--- config.mk ---
export PLATFORM = sky130hd
export DESIGN_NAME = voxel_ray_traversal
export DESIGN_NICKNAME = d
export VERILOG_FILES = /design/src/hw/rtl/vrt_pkg.sv /design/src/hw/rtl/voxel_ray_traversal.sv
export SDC_FILE = /design/constraint.sdc
export NUM_CORES = 1
export LEC_CHECK = 0
export BUFFER_PORTS_ARGS = -buffer_cell sky130_fd_sc_hd__buf_4
export CAP_MARGIN = 0
export CORE_ASPECT_RATIO = 1.4
export CORE_MARGIN = 4
export CORE_UTILIZATION = 35
export CTS_BUF_LIST = sky130_fd_sc_hd__clkbuf_4 sky130_fd_sc_hd__clkbuf_8 sky130_fd_sc_hd__clkbuf_16
export DETAILED_ROUTE_END_ITERATION = 7
export GPL_ROUTABILITY_DRIVEN = 0
export GPL_TIMING_DRIVEN = 0
export SLEW_MARGIN = 15
export SYNTH_ARGS = -nofsm -noshare
export SYNTH_HDL_FRONTEND = slang
export SYNTH_SLANG_ARGS = --single-unit
export TNS_END_PERCENT = 10
--- constraint.sdc ---
create_clock -name clk -period 12.3 [get_ports clk]
set_input_delay 1.23 -clock clk [delete_from_list [all_inputs] [get_ports clk]]
set_output_delay 1.23 -clock clk [all_outputs]
set_load 0.01 [all_outputs]
--- src/hw/rtl/vrt_pkg.sv ---
// ----------------------------------------------------------------------------
// vrt_pkg: shared types and constants of the voxel ray traversal block
// Holds the default parameter values, the time codes and the sequencer states.
// ----------------------------------------------------------------------------
package vrt_pkg;

    localparam int MAX_VOXELS_DEF      = 64;
    localparam int COORD_FRAC_BITS_DEF = 8;

    localparam int COORD_W = 16;
    localparam int CELL_W  = 16;
    localparam int OUT_W   = 8;
    localparam int MAG_W   = 16;
    localparam int TIME_W  = 32;
    localparam int TIME_FRAC = 16;

    localparam logic [TIME_W-1:0] T_INF = 32'hFFFF_FFFF;
    localparam logic [TIME_W-1:0] T_SAT = 32'hFFFF_FFFE;

    typedef enum logic [1:0] {
        ST_IDLE,
        ST_DIV,
        ST_EMIT
    } state_t;

endpackage

--- src/hw/rtl/voxel_ray_traversal.sv ---
// ----------------------------------------------------------------------------
// voxel_ray_traversal: 3D DDA voxel walker for one ray segment per beat
// Sets up crossing times with a shared serial divider, then walks the cells.
// ----------------------------------------------------------------------------
// Usage. One input beat carries a ray segment (start and end point, signed
// fixed point with COORD_FRAC_BITS fraction bits). The block answers with one
// output beat per voxel cell that the segment passes through, in order; the
// final beat carries last_cell, and truncated as well when MAX_VOXELS cells
// were sent before the end cell was reached.
// Timing. After a beat is accepted, six divisions run one after another on a
// single restoring divider, one quotient bit per cycle. The first cell is then
// loaded into the output register, and then one cell leaves per cycle while
// the receiver does not stall. in_stall stays high from the cycle after
// acceptance until the last cell has been loaded into the output register.
// Stall. A stalled output beat holds; the walk pauses until it is taken.
// Reset. rst_n clears the sequencer and the output valid; no beat is pending.
// ----------------------------------------------------------------------------
module voxel_ray_traversal #(
    parameter int MAX_VOXELS      = vrt_pkg::MAX_VOXELS_DEF,
    parameter int COORD_FRAC_BITS = vrt_pkg::COORD_FRAC_BITS_DEF
) (
    input  logic                        clk,
    input  logic                        rst_n,
    input  logic                        in_valid,
    output logic                        in_stall,
    input  logic signed [15:0]          start_x,
    input  logic signed [15:0]          start_y,
    input  logic signed [15:0]          start_z,
    input  logic signed [15:0]          end_x,
    input  logic signed [15:0]          end_y,
    input  logic signed [15:0]          end_z,
    output logic                        out_valid,
    input  logic                        out_stall,
    output logic signed [7:0]           cell_x,
    output logic signed [7:0]           cell_y,
    output logic signed [7:0]           cell_z,
    output logic                        last_cell,
    output logic                        truncated
);

    // Dividend width: (|num| << 16) and 1 << (F + 16) both fit in F + 17 bits.
    localparam int DW    = COORD_FRAC_BITS + 17;
    localparam int BCW   = $clog2(DW);
    localparam int CNT_W = $clog2(MAX_VOXELS + 1);
    localparam int NUM_W = COORD_FRAC_BITS + 1;
    localparam int CW    = vrt_pkg::CELL_W;

    vrt_pkg::state_t state_reg, state_next;

    logic signed [CW-1:0]       cur_reg   [3];
    logic signed [CW-1:0]       tgt_reg   [3];
    logic [vrt_pkg::MAG_W-1:0]  mag_reg   [3];
    logic [NUM_W-1:0]           unum_reg  [3];
    logic [vrt_pkg::TIME_W-1:0] t_reg     [3];
    logic [vrt_pkg::TIME_W-1:0] inc_reg   [3];
    logic [2:0]                 neg_reg;
    logic [2:0]                 zero_reg;
    logic [2:0]                 pre_reg;
    logic                       first_reg;
    logic [CNT_W-1:0]           cnt_reg;

    // Serial divider state.
    logic [DW-1:0]              dvd_reg;
    logic [vrt_pkg::MAG_W:0]    rem_reg;
    logic [BCW-1:0]             bit_reg;
    logic [2:0]                 idx_reg;

    logic                       out_valid_reg;
    logic signed [7:0]          ox_reg, oy_reg, oz_reg;
    logic                       last_reg, trunc_reg;

    // Input decode at acceptance.
    logic signed [15:0]         s_in [3];
    logic signed [15:0]         e_in [3];
    logic signed [CW-1:0]       c_in [3];
    logic signed [CW-1:0]       t_in [3];
    logic signed [16:0]         d_in [3];
    logic [vrt_pkg::MAG_W-1:0]  m_in [3];
    logic [NUM_W-1:0]           u_in [3];
    logic signed [CW+COORD_FRAC_BITS+1:0] bnd  [3];
    logic signed [CW+COORD_FRAC_BITS+1:0] numv [3];

    logic accept, load_en, div_last, at_tgt, last_now;
    logic [1:0] ax;
    logic [vrt_pkg::MAG_W:0] rem_sh;
    logic [vrt_pkg::MAG_W:0] divisor;
    logic                    q_bit;
    logic [DW-1:0]           quo;
    logic [1:0]              div_axis;
    logic [vrt_pkg::TIME_W:0] tsum;
    logic [vrt_pkg::TIME_W-1:0] tnew;

    assign s_in[0] = start_x;
    assign s_in[1] = start_y;
    assign s_in[2] = start_z;
    assign e_in[0] = end_x;
    assign e_in[1] = end_y;
    assign e_in[2] = end_z;

    always_comb
    begin
        for (int a = 0; a < 3; a++)
        begin
            c_in[a] = s_in[a] >>> COORD_FRAC_BITS;
            t_in[a] = e_in[a] >>> COORD_FRAC_BITS;
            d_in[a] = 17'(e_in[a]) - 17'(s_in[a]);
            m_in[a] = d_in[a][16] ? 16'(-d_in[a]) : 16'(d_in[a]);
            bnd[a]  = (d_in[a][16]
                       ? ($signed((CW+COORD_FRAC_BITS+2)'(c_in[a]))
                          - $signed((CW+COORD_FRAC_BITS+2)'(1)))
                       : ($signed((CW+COORD_FRAC_BITS+2)'(c_in[a]))
                          + $signed((CW+COORD_FRAC_BITS+2)'(1))))
                      <<< COORD_FRAC_BITS;
            numv[a] = bnd[a] - (CW+COORD_FRAC_BITS+2)'(s_in[a]);
            u_in[a] = numv[a][CW+COORD_FRAC_BITS+1] ? NUM_W'(-numv[a]) : NUM_W'(numv[a]);
        end
    end

    assign accept  = in_valid && !in_stall;
    assign load_en = (state_reg == vrt_pkg::ST_EMIT) && (!out_valid_reg || !out_stall);

    // Divider step: one quotient bit per cycle.
    assign div_axis = idx_reg[2:1];
    assign divisor  = {1'b0, mag_reg[div_axis]};
    assign rem_sh   = {rem_reg[vrt_pkg::MAG_W-1:0], dvd_reg[DW-1]};
    assign q_bit    = (rem_sh >= divisor);
    assign quo      = {dvd_reg[DW-2:0], q_bit};
    assign div_last = (bit_reg == BCW'(DW - 1));

    // Walk: x only when strictly smallest, else y when below z, else z.
    always_comb
    begin
        if (t_reg[0] < t_reg[1])
            ax = (t_reg[0] < t_reg[2]) ? 2'd0 : 2'd2;
        else
            ax = (t_reg[1] < t_reg[2]) ? 2'd1 : 2'd2;
        tsum = {1'b0, t_reg[ax]} + {1'b0, inc_reg[ax]};
        if (t_reg[ax] == vrt_pkg::T_INF)
            tnew = vrt_pkg::T_INF;
        else if (tsum > {1'b0, vrt_pkg::T_SAT})
            tnew = vrt_pkg::T_SAT;
        else
            tnew = tsum[vrt_pkg::TIME_W-1:0];
    end

    assign at_tgt   = (cur_reg[0] == tgt_reg[0]) && (cur_reg[1] == tgt_reg[1]) &&
                      (cur_reg[2] == tgt_reg[2]);
    assign last_now = at_tgt || (cnt_reg == CNT_W'(MAX_VOXELS - 1));

    always_comb
    begin
        state_next = state_reg;
        case (state_reg)
            vrt_pkg::ST_IDLE:
                if (accept)
                    state_next = vrt_pkg::ST_DIV;
            vrt_pkg::ST_DIV:
                if (div_last && idx_reg == 3'd5)
                    state_next = vrt_pkg::ST_EMIT;
            vrt_pkg::ST_EMIT:
                if (load_en && last_now)
                    state_next = vrt_pkg::ST_IDLE;
            default:
                state_next = vrt_pkg::ST_IDLE;
        endcase
    end

    always_comb
    begin
        case (state_reg)
            vrt_pkg::ST_IDLE: in_stall = 1'b0;
            default:          in_stall = 1'b1;
        endcase
    end

    always_ff @(posedge clk or negedge rst_n)
    begin
        if (!rst_n)
        begin
            state_reg     <= vrt_pkg::ST_IDLE;
            out_valid_reg <= 1'b0;
        end
        else
        begin
            state_reg <= state_next;
            if (load_en)
                out_valid_reg <= 1'b1;
            else if (!out_stall)
                out_valid_reg <= 1'b0;
        end
    end

    always_ff @(posedge clk)
    begin
        if (accept)
        begin
            for (int a = 0; a < 3; a++)
            begin
                cur_reg[a]  <= c_in[a];
                tgt_reg[a]  <= t_in[a];
                mag_reg[a]  <= m_in[a];
                unum_reg[a] <= u_in[a];
                neg_reg[a]  <= d_in[a][16];
                zero_reg[a] <= (d_in[a] == 17'sd0);
                pre_reg[a]  <= d_in[a][16] && (c_in[a] != t_in[a]);
            end
            first_reg <= 1'b1;
            cnt_reg   <= '0;
            idx_reg   <= '0;
            bit_reg   <= '0;
            rem_reg   <= '0;
            dvd_reg   <= DW'(u_in[0]) << vrt_pkg::TIME_FRAC;
        end
        else if (state_reg == vrt_pkg::ST_DIV)
        begin
            if (div_last)
            begin
                if (idx_reg[0])
                    inc_reg[div_axis] <= zero_reg[div_axis] ? vrt_pkg::T_INF
                                                            : vrt_pkg::TIME_W'(quo);
                else
                    t_reg[div_axis] <= zero_reg[div_axis] ? vrt_pkg::T_INF
                                                          : vrt_pkg::TIME_W'(quo);
                idx_reg <= idx_reg + 3'd1;
                bit_reg <= '0;
                rem_reg <= '0;
                // Even slots: first crossing time; odd slots: per-cell increment.
                if (idx_reg[0])
                    dvd_reg <= DW'(unum_reg[2'(idx_reg[2:1] + 2'd1)]) << vrt_pkg::TIME_FRAC;
                else
                    dvd_reg <= DW'(1) << (COORD_FRAC_BITS + vrt_pkg::TIME_FRAC);
            end
            else
            begin
                rem_reg <= q_bit ? (rem_sh - divisor) : rem_sh;
                dvd_reg <= quo;
                bit_reg <= bit_reg + BCW'(1);
            end
        end
        else if (load_en)
        begin
            ox_reg    <= cur_reg[0][7:0];
            oy_reg    <= cur_reg[1][7:0];
            oz_reg    <= cur_reg[2][7:0];
            last_reg  <= last_now;
            trunc_reg <= last_now && !at_tgt;
            cnt_reg   <= cnt_reg + CNT_W'(1);
            first_reg <= 1'b0;
            if (first_reg && (pre_reg != 3'b000))
            begin
                for (int a = 0; a < 3; a++)
                    if (pre_reg[a])
                        cur_reg[a] <= cur_reg[a] - CW'(1);
            end
            else
            begin
                cur_reg[ax] <= neg_reg[ax] ? (cur_reg[ax] - CW'(1)) : (cur_reg[ax] + CW'(1));
                t_reg[ax]   <= tnew;
            end
        end
    end

    assign out_valid = out_valid_reg;
    assign cell_x    = ox_reg;
    assign cell_y    = oy_reg;
    assign cell_z    = oz_reg;
    assign last_cell = last_reg;
    assign truncated = trunc_reg;

endmodule

# After elaboration in Yosys (flattened, before gate mapping)
# Memories as Yosys holds them, arrays and structs flattened. A register that Yosys moved wholly into a read port is not among the register bits.
# Cells that the tools add are included.
classes:
  add_sub_neg: 29
  n_mul: 0
  div: 0
  order_cmp: 7
  n_eq_ne: 16
  n_shift: 0
  n_mux: 80
  bitwise: 5
  n_reduce_logical: 28
op_table:
  columns: ["cell", "n"]
  rows:
  - ["16-bit two-way mux", 10]
  - ["32-bit two-way mux", 4]
  - ["25-bit two-way mux", 4]
  - ["32-bit less-than comparator", 3]
  - ["26-bit by 16-bit subtractor with 26-bit output", 3]
  - ["16-bit by 2-bit subtractor with 16-bit output, second input constant", 4]
  - ["18-bit two-way mux", 3]
  - ["17-bit zero test", 3]
  - ["16-bit by 16-bit subtractor with 17-bit output", 3]
  - ["16-bit == test", 3]
  - ["16-bit negator", 3]
  - ["1-bit two-way mux", 42]
  - ["32-bit by 32-bit adder with 33-bit output", 1]
  - ["33-bit by 32-bit greater-than comparator with 1-bit output, second input constant", 1]
  - ["32-bit == test, second input constant", 1]
  - ["32-bit OR reduction", 1]
  - ["8-bit by 2-bit adder with 9-bit output, second input constant", 3]
  - ["9-bit two-way mux", 3]
  - ["9-bit negator", 3]
  - ["8-bit by 2-bit subtractor with 9-bit output, second input constant", 3]
  - ["8-bit inequality test", 3]
  - ["2-bit two-way mux", 10]
  - ["17-bit by 16-bit >= comparator with 1-bit output", 1]
  - ["16-bit by 2-bit adder with 16-bit output, second input constant", 1]
  - ["27 further kinds", 49]
word_totals:
  register_bits: 95
  latch_bits: 0
  ramBits: 363
  romBits: 0
  input_bits: 100
  out_inout_bits: 28
  wordCells: 188
  memories: 6
memory_table:
  columns: ["memory", "words", "width", "read_ports", "rd_ports_with_merged_regs", "write_ports", "line", "rtl"]
  rows:
  - ["inc_reg", 3, 32, 1, 0, 1, "voxel_ray_traversal.sv:55", "logic [vrt_pkg::TIME_W-1:0] inc_reg [3];"]
  - ["t_reg", 3, 32, 4, 0, 1, "voxel_ray_traversal.sv:54", "logic [vrt_pkg::TIME_W-1:0] t_reg [3];"]
  - ["cur_reg", 3, 16, 4, 0, 3, "voxel_ray_traversal.sv:50", "logic signed [CW-1:0] cur_reg [3];"]
  - ["mag_reg", 3, 16, 1, 1, 3, "voxel_ray_traversal.sv:52", "logic [vrt_pkg::MAG_W-1:0] mag_reg [3];"]
  - ["tgt_reg", 3, 16, 3, 0, 3, "voxel_ray_traversal.sv:51", "logic signed [CW-1:0] tgt_reg [3];"]
  - ["unum_reg", 3, 9, 1, 0, 3, "voxel_ray_traversal.sv:53", "logic [NUM_W-1:0] unum_reg [3];"]

# Logic depth before layout (Yosys ltp)
# An unclocked memory read counts as a cell.
depth:
  ltp_word: 10
  ltp_mapped: 29
  ltp_nobuf: 28

# Worst setup path after synthesis
# No wires, ideal clock.
synth_path:
  kind: "input to register"
  start: "input port end_z[0]"
  end: "memory unum_reg[2][4] in the netlist's numbering, data pin"
  setup_time_ns: 0.262
  arrival_time_ns: 6.633
  t_required_ns: 12.038
  path_slack_ns: 5.405
  path_stages: 29
  path_buffers: 2
  cell_sequence: "inv_1 -> ha_1 -> inv_1 -> fa_1 -> a21o_1 -> a21oi_1 -> nor2b_1 -> o21a_1 -> or4_1 -> a311oi_1 -> nor2_1 -> o22ai_1 -> clkbuf_1 -> ha_1 -> a21o_1 -> a21oi_1 -> xnor2_1 -> ha_1 -> o21a_1 -> o21a_1 -> o21a_1 -> o21a_1 -> o21ai_0 -> nand3_1 -> o21ai_0 -> clkbuf_1 -> o21ai_0 -> o31ai_1 -> xnor2_1"
synth_rtl:
  columns: ["element", "line", "rtl"]
  rows:
  - ["start: declaration", "voxel_ray_traversal.sv:31", "input logic signed [15:0] end_z,"]
  - ["end: declaration", "voxel_ray_traversal.sv:53", null]

==> flow_summary.ini <==
[placed_design]
io_buffers = 126
place_area_um2 = 30600
dp_hpwl_um = 69200

[sta]
fmax_mhz = 102
layout_min_cycle_time_ns = 9.83
period_share = 0.799
rsz0062_at_grt = false
fin_skew_ns = 0.0330
slew_violations = 0
finalHoldViolCount = 0
tns_ns = 0
worstMarginPinSlew_ns = 1.13
setup_viol = 0
max-slew-margin-rel = 0.246

[cells_and_area]
final_nets = 3396
drive_gt1_frac = 0.0925
stdcell_area_um2 = 32100
largest_reg_flops = 96
num_antenna_cells = 0
syn_to_final_growth_pct = 14.2

[global_routing]
grt_pass1_vias = 22300
grt_pass1_wl_um = 130000
grt_max_degree = 48
antenna_found_initial = 0
overflow = 0
grt_use_total = 0.199

[yosys]
synth.largest_area_cell = edfxtp_1
syn_area_um2 = 28100
synth_top_area_share = 0.390
synth_cells = 2843
synth_seq_cells = 418
synth_area_leaders = edfxtp_1, ha_1, xnor2_1, a21oi_1, dfxtp_1
yosysSeqAreaShare = 0.428
synth_fp_nets = 3217
async_flop_share = 0.00718
synth_edf_count = 365
avgSynthCellArea_um2 = 9.89
synth.distinct_cells = 75
yosysWarnings = 0
synthFlopType = edfxtp_1

[clock_tree]
numCtsBuffers = 44
cts_sinks = 418
insertion_delay_ns = 0.61
path_clk_slew_ns = 0.07
htree_num_levels = 2
cts_buffer_depth = 3
hold_buffers = 0
cts_resized = 0
post_cts_buffers = 0
root_buffer = clkbuf_16
tritoncts = done

[setup_path]
end_kind = register
cpMaxStageDelayCell = a2111oi_0
path_delay_family = compound AO/OA/AOI/OAI gates
crit_top_cell = clkbuf_1
slowest_delay_ns = 0.83
path_cells = ha_1 > a21o_1 > a221o_1 > a221oi_1 > o21ai_1 > o211ai_2 > clkbuf_1 > clkbuf_1 > clkbuf_1 > clkbuf_1 > a21oi_1 > ha_1 > fa_1 > a211oi_1 > o21ai_0 > a2111oi_0 > o31a_1 > o21ai_0 > a311o_1 > a31oi_1 > o21bai_1 > a21oi_1 > nand2_1 > o32a_1
cp_num_buf_inv = 4
worstSetupPathType = register to register
arrival_ns = 10.16
start_kind = register
critPathMaxFanout = 10
cp.required_ns = 12.63

[power_and_ir_drop]
p_per_area_nw_per_um2 = 216
p_total_uw = 6950
p_leak_uw = 0.0128
ir_drop_uv = 109

[floorplan]
fp.dieW_um = 247
core_area_um2 = 79400
start_util = 0.354
pin_count = 128
rows = 122
die_y_um = 343
die-area_um2 = 85000

[drt]
drt-pass1-iter-count = 5
wirelength_um = 86400
wl_per_cell_um = 21.0
drc = 0
routed_via_density = 5.39
vias = 22200
drtAntennaViolNets = 0
initialDrtViolationCount = 1444

[job]
maxCapViolCount = 0

[hold_path]
min_path_type = primary input to asynchronous set/reset pin

[status]
status = finished, final reports clean
[through the flow]
stage | utilization | hold slack (ns) | instances | setup WS [ns]
after global routing | 0.404 | 0.398 | 4112 | 2.06
after global placement | 0.383 | 0.443 | 4023 | 2.76
final | 0.404 | 0.420 | 4112 | 2.47
after floorplan | - | 0.424 | 2843 | 5.40
after detailed placement | 0.385 | 0.437 | 4030 | 2.64
after CTS | 0.404 | 0.385 | 4112 | 2.58
[power breakdown]
group / total (µW) / internal (µW) / switching, µW
clock network: 1420 / 815 / 609
logic: 3230 / 1230 / 2010
registers: 2290 / 2040 / 248
total: 6950 / 4080 / 2860
[cell usage in the layout, fill, tap and decap left out, types with 12 or more instances in the layout]
master and instances:
a211oi_1 42, a21o_1 70, a21oi_1 241, a221o_1 24
a22o_1 15, a31oi_1 12, buf_4 126, clkbuf_1 65
clkbuf_16 47, dfxtp_1 50, edfxtp_1 365, ha_1 265
inv_1 219, mux2i_1 68, nand2_1 201, nand2b_1 21
nand3_1 46, nand4_1 41, nor2_1 255, nor2b_1 23
nor3_1 76, nor4_1 16, o211ai_1 19, o21a_1 29
o21ai_0 128, o21bai_1 19, o22ai_1 13, o31ai_1 23
or2_2 39, or3_1 28, xnor2_1 157, xor2_1 94
[synth_stat cells, types with 21 or more instances]
cell type	number
a211oi_1	42
a21o_1	70
a21oi_1	242
a221o_1	24
clkbuf_1	67
dfxtp_1	50
edfxtp_1	365
ha_1	265
inv_1	219
mux2i_1	68
nand2_1	201
nand2b_1	21
nand3_1	46
nand4_1	41
nor2_1	255
nor2b_1	23
nor3_1	76
o21a_1	29
o21ai_0	130
o31ai_1	23
or2_2	39
or3_1	28
xnor2_1	157
xor2_1	94
[cell families after synthesis]
group,count (synthesis),share of synthesized area
simple gates,803,0.135
buf+inv,300,0.0415
compound gates,723,0.166
fa+ha+maj,274,0.124
flops,418,0.428
xor+xnor,251,0.0782
mux,74,0.0266
[final timing paths]
kind	startpoint	endpoint	slack (ns)	cells past startpoint
hold reg to reg	cur_reg[2][7]	cell_z[7]	0.45	0
setup reg to reg	t_reg[0][25]	t_reg[0][7]	2.47	24
min in group clk	cur_reg[2][7]	cell_z[7]	0.45	0
hold / removal	rst_n	out_valid	0.42	1
max in group asynchronous	rst_n	state_reg[1]	11.72	1
setup / recovery	t_reg[0][25]	t_reg[0][7]	2.47	24
[metal layers]
metal / vias to the layer above / share of wire / wire [µm] / GRT usage
met5: - / 0 / 0 / 0
met4: 0 / 0.040 / 3490 / 0.0763
met3: 156 / 0.039 / 3360 / 0.0215
met2: 528 / 0.53 / 46000 / 0.379
met1: 10700 / 0.39 / 33500 / 0.225
li1: 10800 / - / - / -
[layout make-up]
class / instances / area, µm²
Timing Repair Buffer: 133 / 1100
Tap cell: 1054 / 1320
Fill cell: 7952 / 47300
Clock buffer: 55 / 1250
Sequential cell: 418 / 12000
Multi-Input combinational cell: 2125 / 14900
Clock inverter: 27 / 284
Inverter: 220 / 826
Buffer: 80 / 345
No activity file was read; power rests on OpenSTA's default activity.
